<file path="src/sv/segment_list_range_query_assert.svh">
// Assertion macros for the segment list range query block.
// Used by segment_list_range_query.sv; expects signals named clock and reset in scope.
`ifndef SEGMENT_LIST_RANGE_QUERY_ASSERT_SVH
`define SEGMENT_LIST_RANGE_QUERY_ASSERT_SVH

// Same-cycle implication, checked outside of reset.
`define SLRQ_ASSERT_IMP(lbl, ante, cons, msg) \
   lbl: assert property (@(posedge clock) disable iff (reset) (ante) |-> (cons)) \
      else $error(msg);

// Next-cycle implication, checked outside of reset.
`define SLRQ_ASSERT_NXT(lbl, ante, cons, msg) \
   lbl: assert property (@(posedge clock) disable iff (reset) (ante) |=> (cons)) \
      else $error(msg);

`endif

</file>
<file path="src/sv/slrq_ram.sv">
// Generic single-port-write, single-port-read RAM with registered read data.
// No dependencies.
module slrq_ram #(
   parameter int WIDTH = 8,
   parameter int DEPTH = 16
) (
   input  logic                                   clock,
   input  logic                                   wr_en,
   input  logic [(DEPTH > 1 ? $clog2(DEPTH) : 1)-1:0] wr_addr,
   input  logic [WIDTH-1:0]                       wr_data,
   input  logic                                   rd_en,
   input  logic [(DEPTH > 1 ? $clog2(DEPTH) : 1)-1:0] rd_addr,
   output logic [WIDTH-1:0]                       rd_data
);

   logic [WIDTH-1:0] mem_ff [DEPTH];
   logic [WIDTH-1:0] rd_data_ff;

   always_ff @(posedge clock) begin
      if (wr_en) begin
         mem_ff[wr_addr] <= wr_data;
      end
      if (rd_en) begin
         rd_data_ff <= mem_ff[rd_addr];
      end
   end

   assign rd_data = rd_data_ff;

endmodule

</file>
<file path="config.mk">
export PLATFORM = sky130hd
export DESIGN_NAME = slrq_ram
export DESIGN_NICKNAME = d
export VERILOG_FILES = /design/src/sv/segment_list_range_query_assert.svh /design/src/sv/slrq_ram.sv
export SDC_FILE = /design/constraint.sdc
export NUM_CORES = 1
export LEC_CHECK = 0
export ABC_AREA = 1
export ABC_CLOCK_PERIOD_IN_PS = 1200
export BUFFER_PORTS_ARGS = -buffer_cell sky130_fd_sc_hd__buf_2
export CORE_UTILIZATION = 40
export DETAILED_ROUTE_END_ITERATION = 7
export PLACE_DENSITY = 0.6
export SYNTH_ARGS = -nofsm -noshare
export SYNTH_HDL_FRONTEND = slang
export SYNTH_SLANG_ARGS = --single-unit
</file>
<file path="constraint.sdc">
create_clock -name clock -period 1.2 [get_ports clock]
set_input_delay 0.18 -clock clock [delete_from_list [all_inputs] [get_ports clock]]
set_output_delay 0.18 -clock clock [all_outputs]
set_load 0.02 [all_outputs]
</file>
==> impl_metrics.tcl <==
set metrics [dict create \
    status "finished clean" \
    timing_max_transition_violations_final 0 \
    floorplan.rows 43 \
    placed_cells 764 \
    ys_ff_latch 136 \
    power_leakage_nw 3.02 \
    cts_made_buffers 17 \
    chipHeight_um 123 \
    cts_tree "built" \
    maxCapViolCount 0 \
    drt-initial-drc-count 370 \
    drive_gt1_frac 0.157 \
    power.share.combinational 0.066 \
    power_frac_clock 0.450 \
    critical_path.cell_chain "buf_2" \
    avgSynthCellArea_um2 10.6 \
    hold_viol 0 \
    worst_hold_path_type "primary input to register" \
    dp_hpwl_um 8370 \
    netlist_area_mm2 0.00585 \
    grt_util_met2 0.303 \
    groute.layer.met1.usage 0.258 \
    synth.yosys.warnings 0 \
    clk_tree_root_cell "clkbuf_16" \
    post-place-ws_ns -0.188 \
    die_w_um 123 \
    final_nets 622 \
    cellPowerDensity_mw_per_mm2 1600 \
    timing.max_slew.rel_slack 0.746 \
    vias 3890 \
    numClockSinks 136 \
    critical_path_required_ns 1.02 \
    grt_setup_unrepaired "true" \
    die-area_mm2 0.0151 \
    clock-skew-final_ns 0.00656 \
    io_pins 27 \
    n_antenna_cell 0 \
    first_pass_grt_wire_length_um 20300 \
    fin_util 0.494 \
    syn_to_final_growth_pct 19.2 \
    crit_family "flip-flops" \
    gpl.final_weighted_congestion 0.789 \
    regToRegSetupSlack_ns 0.07 \
    clock.fmax_mhz 852 \
    cp_num_buf_inv 1 \
    syn_nets 570 \
    grt_start_max_net_pins 30 \
    worstMarginPinSlew_ns 0.380 \
    numPortBuffers 26 \
    gr-usage-met3 0.0369 \
    min_period_ns 1.17 \
    via_count_of_the_first_global_routing_pass 3788 \
    core_area_mm2 0.0141 \
    cp_max_fo 1 \
    crit_slowest_cell "edfxtp_1" \
    setup-violations-final 0 \
    layoutNonFillerInstCount 796 \
    wl_um 13000 \
    post-route-drc-count 0 \
    worst_setup_path_end_kind "primary output" \
    p_seq_frac 0.484 \
    clkSlewWorstSetupHoldPaths_ns 0.06 \
    detail_route.vias_per_cell 4.89 \
    globalRouteTotalUtil 0.190 \
    synth_seq_area_share 0.698 \
    timing_worst_setup_path_type "register to primary output" \
    critical_path.max_stage_delay_ns 0.40 \
    antenna_violating_nets_post_route 0 \
    power_switching_share 0.222 \
    ctsLongestPathBuffers 2 \
    cellInternalPower_mw 8.65 \
    antenna_violations_before_repair 0 \
    clk_latency_ns 0.41 \
    ys_types 11 \
    gr-max-usage-layer "met2" \
    start_kind "register" \
    critical_path_arrival_ns 0.99 \
    min_period_over_period 0.978 \
    initial_core_utilization 0.415 \
    worst_ir_drop_vdd_mv 0.941 \
    p_sw_mw 2.47 \
    average_detailed_routed_wire_length_per_instance_um 16.4 \
    first_pass_iters 5 \
    post_synth_inst_count 551 \
    grt_remaining_overflow 0 \
    htree_levels 4 \
    postLayoutSetupSlackWorst_ns 0.0263 \
]
## power by group through the flow
stage / Sequential, mW / Clock (mW) / Combinational, mW
floorplan: 5.50 / 0 / 0.375
global placement: 5.48 / 0 / 0.712
detailed placement: 5.48 / 0 / 0.720
CTS: 5.38 / 5.06 / 0.724
global route: 5.39 / 5.27 / 0.816
finish: 5.38 / 5.00 / 0.739
## synth_stat cells
cell type	instances	area, um2
edfxtp_1	136	4080
nand2_1	173	649
nand3_1	97	485
nor2_1	17	63.8
buf_2	13	65.1
buf_4	4	30.0
nand3b_1	2	15.0
inv_1	100	375
buf_1	1	3.75
buf_6	6	67.6
inv_2	2	7.51
## sequential cells by signal, indices dropped and copies added, names as in the netlist
| register | count |
|---|---|
| mem_ff | 128 |
| rd_data | 8 |
## cell type report
| cell class | count | area, um2 |
|---|---|---|
| Clock buffer | 17 | 425 |
| Fill cell | 1288 | 7130 |
| Inverter | 102 | 383 |
| Clock inverter | 15 | 150 |
| Timing Repair Buffer | 57 | 444 |
| Tap cell | 180 | 225 |
| Multi-Input combinational cell | 289 | 1260 |
| Sequential cell | 136 | 4080 |
## per-stage QoR
step	total power, mW	hold WS [ns]	instance area, um2	setup TNS, ns
after floorplan	5.88	0.279	5850	0
after global placement	6.19	0.563	6340	-1.30
after detailed placement	6.20	0.563	6340	-1.34
after CTS	11.2	0.137	6920	0
after global routing	11.5	0.133	6970	-0.00809
final	11.1	0.142	6970	0
## per-layer routing
layer	vias up	wire, um
met5	-	0
met4	0	208
met3	14	760
met2	127	6080
met1	1862	6000
li1	1887	-
## what timing repair did
action,CTS,global route
buffers inserted,0,0
gates resized for setup,0,11
setup endpoints to repair,0,7
hold buffers,0,0
hold endpoints to repair,0,0
## final timing paths
kind           endpoint  depth (start not counted)         start
max          rd_data[2]                          1    rd_data[2]
min          rd_data[0]                          1         rd_en
max reg2reg  rd_data[7]                          6  mem_ff[1][7]
min reg2reg  rd_data[2]                          6  mem_ff[6][2]
## cell usage in the layout (no fill, tap or decap), drive strengths merged, types with 2 or more instances in the layout
cell type	instances
nor2	17
buf	57
inv	106
nand3b	2
nand2	173
edfxtp	136
clkinv	8
nand3	97
clkbuf	17
bufinv	2
## kinds of logic (layout without fill, tap and decap cells)
family                 after synthesis  in the layout  share of synthesized area
flip-flops                         136            136                      0.698
AND/OR/NAND/NOR                    289            289                      0.208
buffers and inverters              126            191                     0.0939
No activity file was read; power rests on OpenSTA's default activity.
