`src/sv/segment_list_range_query_assert.svh`:
```
// Assertion macros for the segment list range query block.
// Used by segment_list_range_query.sv; expects signals named clock and reset in scope.
`ifndef SEGMENT_LIST_RANGE_QUERY_ASSERT_SVH
`define SEGMENT_LIST_RANGE_QUERY_ASSERT_SVH

// Same-cycle implication, checked outside of reset.
`define SLRQ_ASSERT_IMP(lbl, ante, cons, msg) \
   lbl: assert property (@(posedge clock) disable iff (reset) (ante) |-> (cons)) \
      else $error(msg);

// Next-cycle implication, checked outside of reset.
`define SLRQ_ASSERT_NXT(lbl, ante, cons, msg) \
   lbl: assert property (@(posedge clock) disable iff (reset) (ante) |=> (cons)) \
      else $error(msg);

`endif

```
`src/sv/slrq_pkg.sv`:
```
// Shared types and constants for the segment list range query block.
// No dependencies; used by the top level and by slrq_rsp_stage.
package slrq_pkg;

   localparam int TABLE_DEPTH_DEF = 64;
   localparam int TIME_W          = 64;
   localparam int STATUS_W        = 2;

   // Operation codes carried on req_tuser.
   localparam logic OP_APPEND = 1'b0;
   localparam logic OP_QUERY  = 1'b1;

   typedef enum logic [STATUS_W-1:0] {
      ST_APPENDED = 2'd0,
      ST_FULL     = 2'd1,
      ST_SEGMENT  = 2'd2,
      ST_NONE     = 2'd3
   } status_type;

   typedef enum logic [2:0] {
      S_IDLE,
      S_SCAN,
      S_EMIT_RD,
      S_EMIT_CHK,
      S_REPLY
   } state_type;

   typedef struct packed {
      status_type         status;
      logic [TIME_W-1:0]  start;
      logic [TIME_W-1:0]  stop;
      logic               last;
   } rsp_item_type;

endpackage

```
`src/sv/slrq_rsp_stage.sv`:
```
// Output register for the result channel of the segment list range query block.
// Depends on slrq_pkg for the result item type.
module slrq_rsp_stage (
   input  logic                  clock,
   input  logic                  reset,
   input  logic                  load,
   input  slrq_pkg::rsp_item_type item,
   output logic                  free,
   output logic                  rsp_tvalid,
   input  logic                  rsp_tready,
   output logic [127:0]          rsp_tdata,   // out_start [63:0], out_stop [127:64]
   output logic [1:0]            rsp_tuser,   // status [1:0]
   output logic                  rsp_tlast
);

   logic                   valid_ff;
   slrq_pkg::rsp_item_type item_ff;

   // The register can take a new item when empty or when its item leaves now.
   assign free = !valid_ff || rsp_tready;

   always_ff @(posedge clock) begin
      if (reset) begin
         valid_ff <= 1'b0;
      end else if (free) begin
         valid_ff <= load;
      end
   end

   always_ff @(posedge clock) begin
      if (load && free) begin
         item_ff <= item;
      end
   end

   assign rsp_tvalid = valid_ff;
   assign rsp_tdata  = {item_ff.stop, item_ff.start};
   assign rsp_tuser  = item_ff.status;
   assign rsp_tlast  = item_ff.last;

endmodule

```
`config.mk`:
```
export PLATFORM = sky130hd
export DESIGN_NAME = slrq_rsp_stage
export DESIGN_NICKNAME = d
export VERILOG_FILES = /design/src/sv/segment_list_range_query_assert.svh /design/src/sv/slrq_pkg.sv /design/src/sv/slrq_rsp_stage.sv
export SDC_FILE = /design/constraint.sdc
export NUM_CORES = 1
export LEC_CHECK = 0
export BUFFER_PORTS_ARGS = -buffer_cell sky130_fd_sc_hd__buf_2
export CAP_MARGIN = 10
export CORE_MARGIN = 2
export CORE_UTILIZATION = 30
export DETAILED_ROUTE_END_ITERATION = 8
export GPL_TIMING_DRIVEN = 0
export HOLD_SLACK_MARGIN = 0.1
export MAX_ROUTING_LAYER = met4
export SLEW_MARGIN = 20
export SYNTH_ARGS = -nofsm -noshare
export SYNTH_HDL_FRONTEND = slang
export SYNTH_SLANG_ARGS = --single-unit
```
`constraint.sdc`:
```
create_clock -name clock -period 3.3 [get_ports clock]
set_input_delay 0.66 -clock clock [delete_from_list [all_inputs] [get_ports clock]]
set_output_delay 0.66 -clock clock [all_outputs]
set_load 0.03 [all_outputs]
```
==> results.txt, run 1 <==
Worst skew pair latency = 0.41 ns
Finish-stage setup viols = 0
Final instance area = 6190 um^2
RSZ-0062 raised after global routing = false
Leak Pwr = 2.65 nW
Synth Instances = 136
Die area = 14200 um^2
R2R depth = 3
Hold_buf cts = 0
Worst min path class = in -> reg
Top cell type's share of synthesized area = 98.6%
Die Span Y = 119 um
Power, Total = 4.26 mW
First-pass GRT wire length = 12900 um
Post-synth top area cell = edfxtp_1
Total GRT Usage = 12.9%
HP Start = reset
Worst r2r dst = rsp_tdata[15]
Post-route DRC = 0
DPL Wire Length = 6430 um
Final Max Tran Viols = 0
Routed len/inst = 14.3 um
Most used cell, CP = buf_2
Endpoints failing hold = 0
Post-DRT Antenna Nets = 0
# rows = 42
Number of global-route vias before repair = 2513
Num CTS Buffers = 17
Critical-path cell list = buf_2 -> nand2b_4 -> buf_2
Status = complete, no violations
Pin count of the biggest net entering global routing = 61
Fin util = 47.1%
Inserted Diodes = 0
TritonCTS Sinks = 132
Top cells by area, synth = edfxtp_1, dfxtp_1, nand2b_4, a21oi_2, and2_4
Asr flop ratio synth = 0%
Vias per cell = 3.92
Peak fanout along the critical path = 3
Critical Path RT = 2.64 ns
Mean Syn Cell Area = 29.3 um^2
Min Hold Slack = 0.400 ns
Grt ovf = 0
Placed instance area = 5600 um^2
Maximum buffer depth of the clock tree = 2
Htree depth = 4
Worst setup path start = rsp_tready
Synthesized cell area = 3990 um^2
Worst Setup Start Kind = primary input
Slowest stage delay, CP = 0.17 ns
Worst setup EP type = primary output
Power density cells = 688 nW/um^2
Hold path cells = 2
Placed instance count = 581
Post-CTS Resized = 0
Hold EP = rsp_tvalid
WS Path Type = in -> out
Peak Freq = 578 MHz
R2R Path Start = rsp_tvalid
Starting Density = 30.4%
Die Wd = 119 um
Most common cell in the netlist = edfxtp_1
IO buf count = 267
CTS tree = yes
DRT Wirelength = 8750 um
Post-synth EDFFs = 131
DR vias = 2406
Num ports = 268
Final non-filler cell total = 613
Least-Margin Pin Slew = 0.293 ns
Fin crit share = 52.4%
Synth Register Bits = 132
Synth Net Count = 271
DR pass1 iterations = 4
Clock Tree Root = clkbuf_16
Core outline area = 13100 um^2
Clock transition at path regs = 0.06 ns
Setup ws final = 1.57 ns
Initial DRC count = 71
Peak supply drop = 0.331 mV
Ys flop type = edfxtp_1
Clock Skews = 0.00961 ns
CP max stage cell = buf_2
Setup TNS = 0 ns
Max cap viols = 0
Seq/Total Area, Yosys = 99.1%
GPL Wtd Cong = 0.687
Layout net count = 559
P&R area growth vs syn = 55.3%
Yosys warning count = 0
Layout cells sized above 1 = 68.9%
Post-CTS setup buffer count = 0
R2r setup slk = 1.88 ns
Post-Place Setup Slack = 1.43 ns
Post-synthesis cell type count = 6
Worst EP arrival = 1.07 ns
Tmin final = 1.73 ns
Initial antenna violation count = 0
Worst rel slew slack = 80.5%
-- critical path, delay by kind of cell --
family,cells,cell delay [ns]
AND/OR/NAND/NOR,1,0.14
buffers and inverters,2,0.27
-- per-layer routing --
layer	share of wire, %	GRT usage [%]	vias to the layer above
met2	49	19.4	160
met1	39	14.1	1105
met3	11	6.99	7
met5	0	-	-
li1	-	-	1134
met4	1.2	5.96	0
-- cell families after synthesis --
group                  count (synthesis)  share of synthesized area [%]
DFF                                  132                           99.1
buffers and inverters                  1                         0.0940
AOI/OAI and AO/OA                      1                          0.220
and+or+nand+nor                        2                          0.565
-- flip-flops by register name, indices dropped and copies added (netlist names) --
name and flops:
rsp_tdata 128, rsp_tlast 1, rsp_tuser 2, rsp_tvalid 1
-- power breakdown --
group | switching, mW | internal [mW]
Clock | 0.675 | 1.18
Combinational | 0.288 | 0.127
Sequential | 0.0219 | 1.96
Total | 0.985 | 3.27
-- worst max-delay path by stage --
stage | to | slack (ns) | depth (start not counted)
after floorplan | rsp_tdata[0] | 1.06 | 2
after global placement | rsp_tdata[110] | 0.75 | 3
after detailed placement | rsp_tdata[39] | 1.43 | 4
after CTS | free | 1.57 | 3
after global routing | free | 1.56 | 3
final | free | 1.57 | 3
-- final cells by class --
class | count | area (um^2)
Multi-Input combinational cell | 3 | 31.3
Tap cell | 176 | 220
Timing Repair Buffer | 269 | 1390
Inverter | 1 | 3.75
Clock inverter | 13 | 160
Clock buffer | 19 | 433
Fill cell | 1169 | 6940
Sequential cell | 132 | 3950
-- cell usage in the layout, fill, tap and decap left out --
cell          n
clkbuf_16    17
and2_4        1
buf_2       267
a21oi_2       1
clkbuf_1      2
clkinv_2      2
clkinv_4      3
inv_1         1
clkinv_1      1
edfxtp_1    131
clkinvlp_4    4
dfxtp_1       1
bufinv_16     3
buf_16        2
nand2b_4      1
No activity file was read; power rests on OpenSTA's default activity.
==> inputs of run 2 (changes only) <==
--- a/config.mk
+++ b/config.mk
@@ -5,6 +5,7 @@
 export SDC_FILE = /design/constraint.sdc
 export NUM_CORES = 1
 export LEC_CHECK = 0
+export ABC_AREA = 1
 export BUFFER_PORTS_ARGS = -buffer_cell sky130_fd_sc_hd__buf_2
 export CAP_MARGIN = 10
 export CORE_MARGIN = 2
==> constraint.sdc (replaced) <==
create_clock -name clock -period 1.6 [get_ports clock]
set_input_delay 0.32 -clock clock [delete_from_list [all_inputs] [get_ports clock]]
set_output_delay 0.32 -clock clock [all_outputs]
set_load 0.03 [all_outputs]
==> run 2 against run 1 <==
The run now fails in 4_1_cts; area after synthesis is 0.19% lower; synthesized cell count increased by 0.74%.
==> results.txt, run 2 <==
# rows = 42 (unchanged)
Synth Net Count = 272 (+0.37%)
Hold_buf cts = 124 (+124)
Post-synth top area cell = edfxtp_1
Starting Density = 30.4% (+0.065 points)
Mean Syn Cell Area = 29.1 um^2 (-0.92%)
Seq/Total Area, Yosys = 99.3% (+0.19 points)
Asr flop ratio synth = 0% (unchanged)
Failed at = 4_1_cts
Die Wd = 119 um (about the same)
Num CTS Buffers = 17 (unchanged)
GPL Wtd Cong = 0.722 (+5.1%)
Synth Register Bits = 132 (unchanged)
Num ports = 268 (unchanged)
Ys flop type = edfxtp_1
Top cell type's share of synthesized area = 98.8% (+0.19 points)
Post-CTS setup buffer count = 0 (unchanged)
Maximum buffer depth of the clock tree = 2 (unchanged)
Stop Error = [ERROR RSZ-0060] Max buffer count reached.
Synthesized cell area = 3980 um^2 (-0.19%)
DPL Wire Length = 7130 um (+11%)
Post-synth EDFFs = 131 (unchanged)
Top cells by area, synth = edfxtp_1, dfxtp_1, a21oi_2, nand2_2, a21oi_1
Status = stopped before the end
TritonCTS Sinks = 132 (unchanged)
Die Span Y = 119 um (about the same)
Post-CTS Resized = 0 (unchanged)
Post-synthesis cell type count = 7 (+1)
IO buf count = 267 (unchanged)
Most common cell in the netlist = edfxtp_1
Placed instance count = 586 (+0.86%)
Clock Tree Root = clkbuf_16
Htree depth = 4 (unchanged)
Yosys warning count = 0 (unchanged)
Placed instance area = 5720 um^2 (+2.1%)
Synth Instances = 137 (+0.74%)
-- run 2: cell count changes after synthesis, sizes merged --
cell | before | now
a21oi | 1 | 2
and2 | 1 | 0
inv | 1 | 2
nand2 | 0 | 1
nand2b | 1 | 0
-- run 2: per-stage QoR --
step,setup slack [ns],TNS [ns]
floorplan,-1.43,-187.59
global placement,-2.17,-283.54
detailed placement,0.151,0
-- run 2: cells by family after synthesis --
kind of cell | count (synthesis) | synth area share [%]
and+or+nand+nor | 1 | 0.157
DFF | 132 | 99.3
AOI/OAI and AO/OA | 2 | 0.346
buffers and inverters | 2 | 0.188
==> inputs of run 3 (changes only) <==
--- a/config.mk
+++ b/config.mk
@@ -9,11 +9,10 @@
 export BUFFER_PORTS_ARGS = -buffer_cell sky130_fd_sc_hd__buf_2
 export CAP_MARGIN = 10
 export CORE_MARGIN = 2
-export CORE_UTILIZATION = 30
+export CORE_UTILIZATION = 20
 export DETAILED_ROUTE_END_ITERATION = 8
 export GPL_TIMING_DRIVEN = 0
-export HOLD_SLACK_MARGIN = 0.1
-export MAX_ROUTING_LAYER = met4
+export PLACE_DENSITY_LB_ADDON = 0.15
 export SLEW_MARGIN = 20
 export SYNTH_ARGS = -nofsm -noshare
 export SYNTH_HDL_FRONTEND = slang
==> run 3 against run 2 <==
The flow now finishes without violations; area after synthesis stayed put; synthesized cell count stayed put.
==> results.txt, run 3 <==
Status = complete, no violations
IO buf count = 267 (unchanged)
Setup TNS = 0 ns
Pin count of the biggest net entering global routing = 26
Peak Freq = 709 MHz
Ys flop type = edfxtp_1
First-pass GRT wire length = 15200 um
Htree depth = 4 (unchanged)
Compound-gate portion of the synthesized area = 0.346% (unchanged)
Most common cell after layout, fill and taps aside = buf_2
Mean Syn Cell Area = 29.1 um^2 (unchanged)
Leak Pwr = 2.70 nW
Top cell type's share of synthesized area = 98.8% (unchanged)
Die Span Y = 145 um (+22%)
Critical path depth in cells = 4
Number of global-route vias before repair = 2700
Hold path cells = 2
Clock Skews = 0.0108 ns
Synth Register Bits = 132 (unchanged)
WS Path Type = reg -> reg
DRT Wirelength = 10200 um
Worst setup EP type = flop
Total GRT Usage = 9.80%
Worst min path class = in -> reg
Post-Place Setup Slack = -0.256 ns (-0.407 ns)
Initial antenna violation count = 2
GPL Wtd Cong = 0.698 (-3.3%)
Seq/Total Area, Yosys = 99.3% (unchanged)
Final Max Tran Viols = 0
DPL Wire Length = 7880 um (+10%)
P&R area growth vs syn = 60.9%
Layout net count = 565
Peak supply drop = 0.656 mV
Num ports = 268 (unchanged)
Fin crit share = 88.2%
Power density cells = 1360 nW/um^2
Peak fanout along the critical path = 25
Starting Density = 20.4% (-10 points)
RSZ-0062 raised after global routing = false
Synth Instances = 137 (unchanged)
Synthesized cell area = 3980 um^2 (unchanged)
Largest family of logic cells by synthesized area = compound AO/OA/AOI/OAI gates
CTS tree = yes
Least-Margin Pin Slew = 0.188 ns
Hold_buf cts = 0 (-100%)
Num CTS Buffers = 17 (unchanged)
Xor-xnor portion of the synthesized cell area = 0% (unchanged)
Synth Net Count = 272 (unchanged)
Routed len/inst = 14.4 um
Most frequent cells in the layout = buf_2, edfxtp_1, clkbuf_16
Critical Path RT = 1.71 ns
Placed instance area = 5830 um^2 (+1.9%)
Die area = 21100 um^2
TritonCTS Sinks = 132 (unchanged)
Layout cells sized above 1 = 70.0%
Worst skew pair latency = 0.41 ns
Post-DRT Antenna Nets = 0
R2R depth = 4
Post-synthesis cell type count = 7 (unchanged)
Core outline area = 19500 um^2
Slowest stage delay, CP = 0.36 ns
Multiplexer share of the synthesized area = 0% (unchanged)
Asr flop ratio synth = 0% (unchanged)
Synthesized-area fraction occupied by adder cells = 0% (unchanged)
Worst rel slew slack = 87.5%
Inserted Diodes = 0
Post-synthesis simple-gate area fraction = 0.157% (unchanged)
Max cap viols = 0
Finish-stage setup viols = 0
Final instance area = 6400 um^2
Clock transition at path regs = 0.06 ns
Fin util = 32.8%
Post-route DRC = 0
CP top delay family = buffers and inverters
Maximum buffer depth of the clock tree = 2 (unchanged)
Setup ws final = 0.189 ns
Max FFs per register = 128
Most used cell, CP = buf_16
Worst EP arrival = 1.52 ns
Most common cell in the netlist = edfxtp_1
DR vias = 2467
# rows = 51 (+21%)
Post-synth EDFFs = 131 (unchanged)
Tmin final = 1.41 ns
Initial DRC count = 81
Sum of buffers and inverters on the critical path = 3
Vias per cell = 3.48
Post-synth top area cell = edfxtp_1
DR pass1 iterations = 4
CP max stage cell = dfxtp_4
Critical-path cell list = a21oi_4 -> buf_16 -> buf_16 -> buf_16
Clock Tree Root = clkbuf_16
Worst Setup Start Kind = flop
Die Wd = 145 um (+22%)
Yosys warning count = 0 (unchanged)
Grt ovf = 0
Endpoints failing hold = 0
Top cells by area, synth = edfxtp_1, dfxtp_1, a21oi_2, nand2_2, a21oi_1
Min Hold Slack = 0.0641 ns
==> run 3: cell families after synthesis <==
logic type	Yosys count
AO/OA/AOI/OAI	2
buffers and inverters	2
flip-flops	132
AND/OR/NAND/NOR	1
==> run 3: layout make-up <==
type | instances | area (um^2)
multi-input cells | 3 | 31.3
well taps | 265 | 332
clock buffers | 18 | 429
repair buffers | 274 | 1510
clock inverters | 14 | 139
flip-flops and latches | 132 | 3960
fillers | 1968 | 13100
inverters | 2 | 7.51
==> run 3: final timing paths <==
path	startpoint	to	slack, ns
max	rsp_tvalid	rsp_tdata[20]	0.19
min	reset	rsp_tvalid	0.06
max reg2reg	rsp_tvalid	rsp_tdata[20]	0.19
min reg2reg	rsp_tvalid	rsp_tvalid	0.53
==> run 3: worst reg2reg max path, cell delays in order, from the launching register on <==
cell	delay, ns
dfxtp_4	0.36
a21oi_4	0.20
buf_16	0.19
buf_16	0.18
buf_16	0.18
==> run 3: routing by layer <==
layer	vias up	GRT usage [%]	share of wire [%]
li1	1148	-	-
met1	1160	9.41	34
met2	148	16.3	51
met3	11	6.48	13
met4	0	4.56	1.5
met5	-	0	0
==> run 3: where the power goes <==
group	internal (mW)	switching, mW	leakage, nW
clock network	2.18	1.55	0.282
logic	0.298	0.616	1.15
registers	4.04	0.0427	1.28
total	6.52	2.21	2.70
==> run 3: timing repair <==
| action | 4_1_cts | 5_1_grt |
|---|---|---|
| endpoints found under the hold margin | 0 | 0 |
| setup buffers | 1 | 0 |
| endpoints found under the setup margin | 25 | 0 |
| resized for setup | 0 | 0 |
==> run 3: per-stage QoR <==
step | power, mW | std cells
finish | 8.73 | 708
global route | 9.10 | 708
CTS | 8.91 | 708
detailed placement | 5.09 | 675
global placement | 5.04 | 669
floorplan | 4.66 | 137
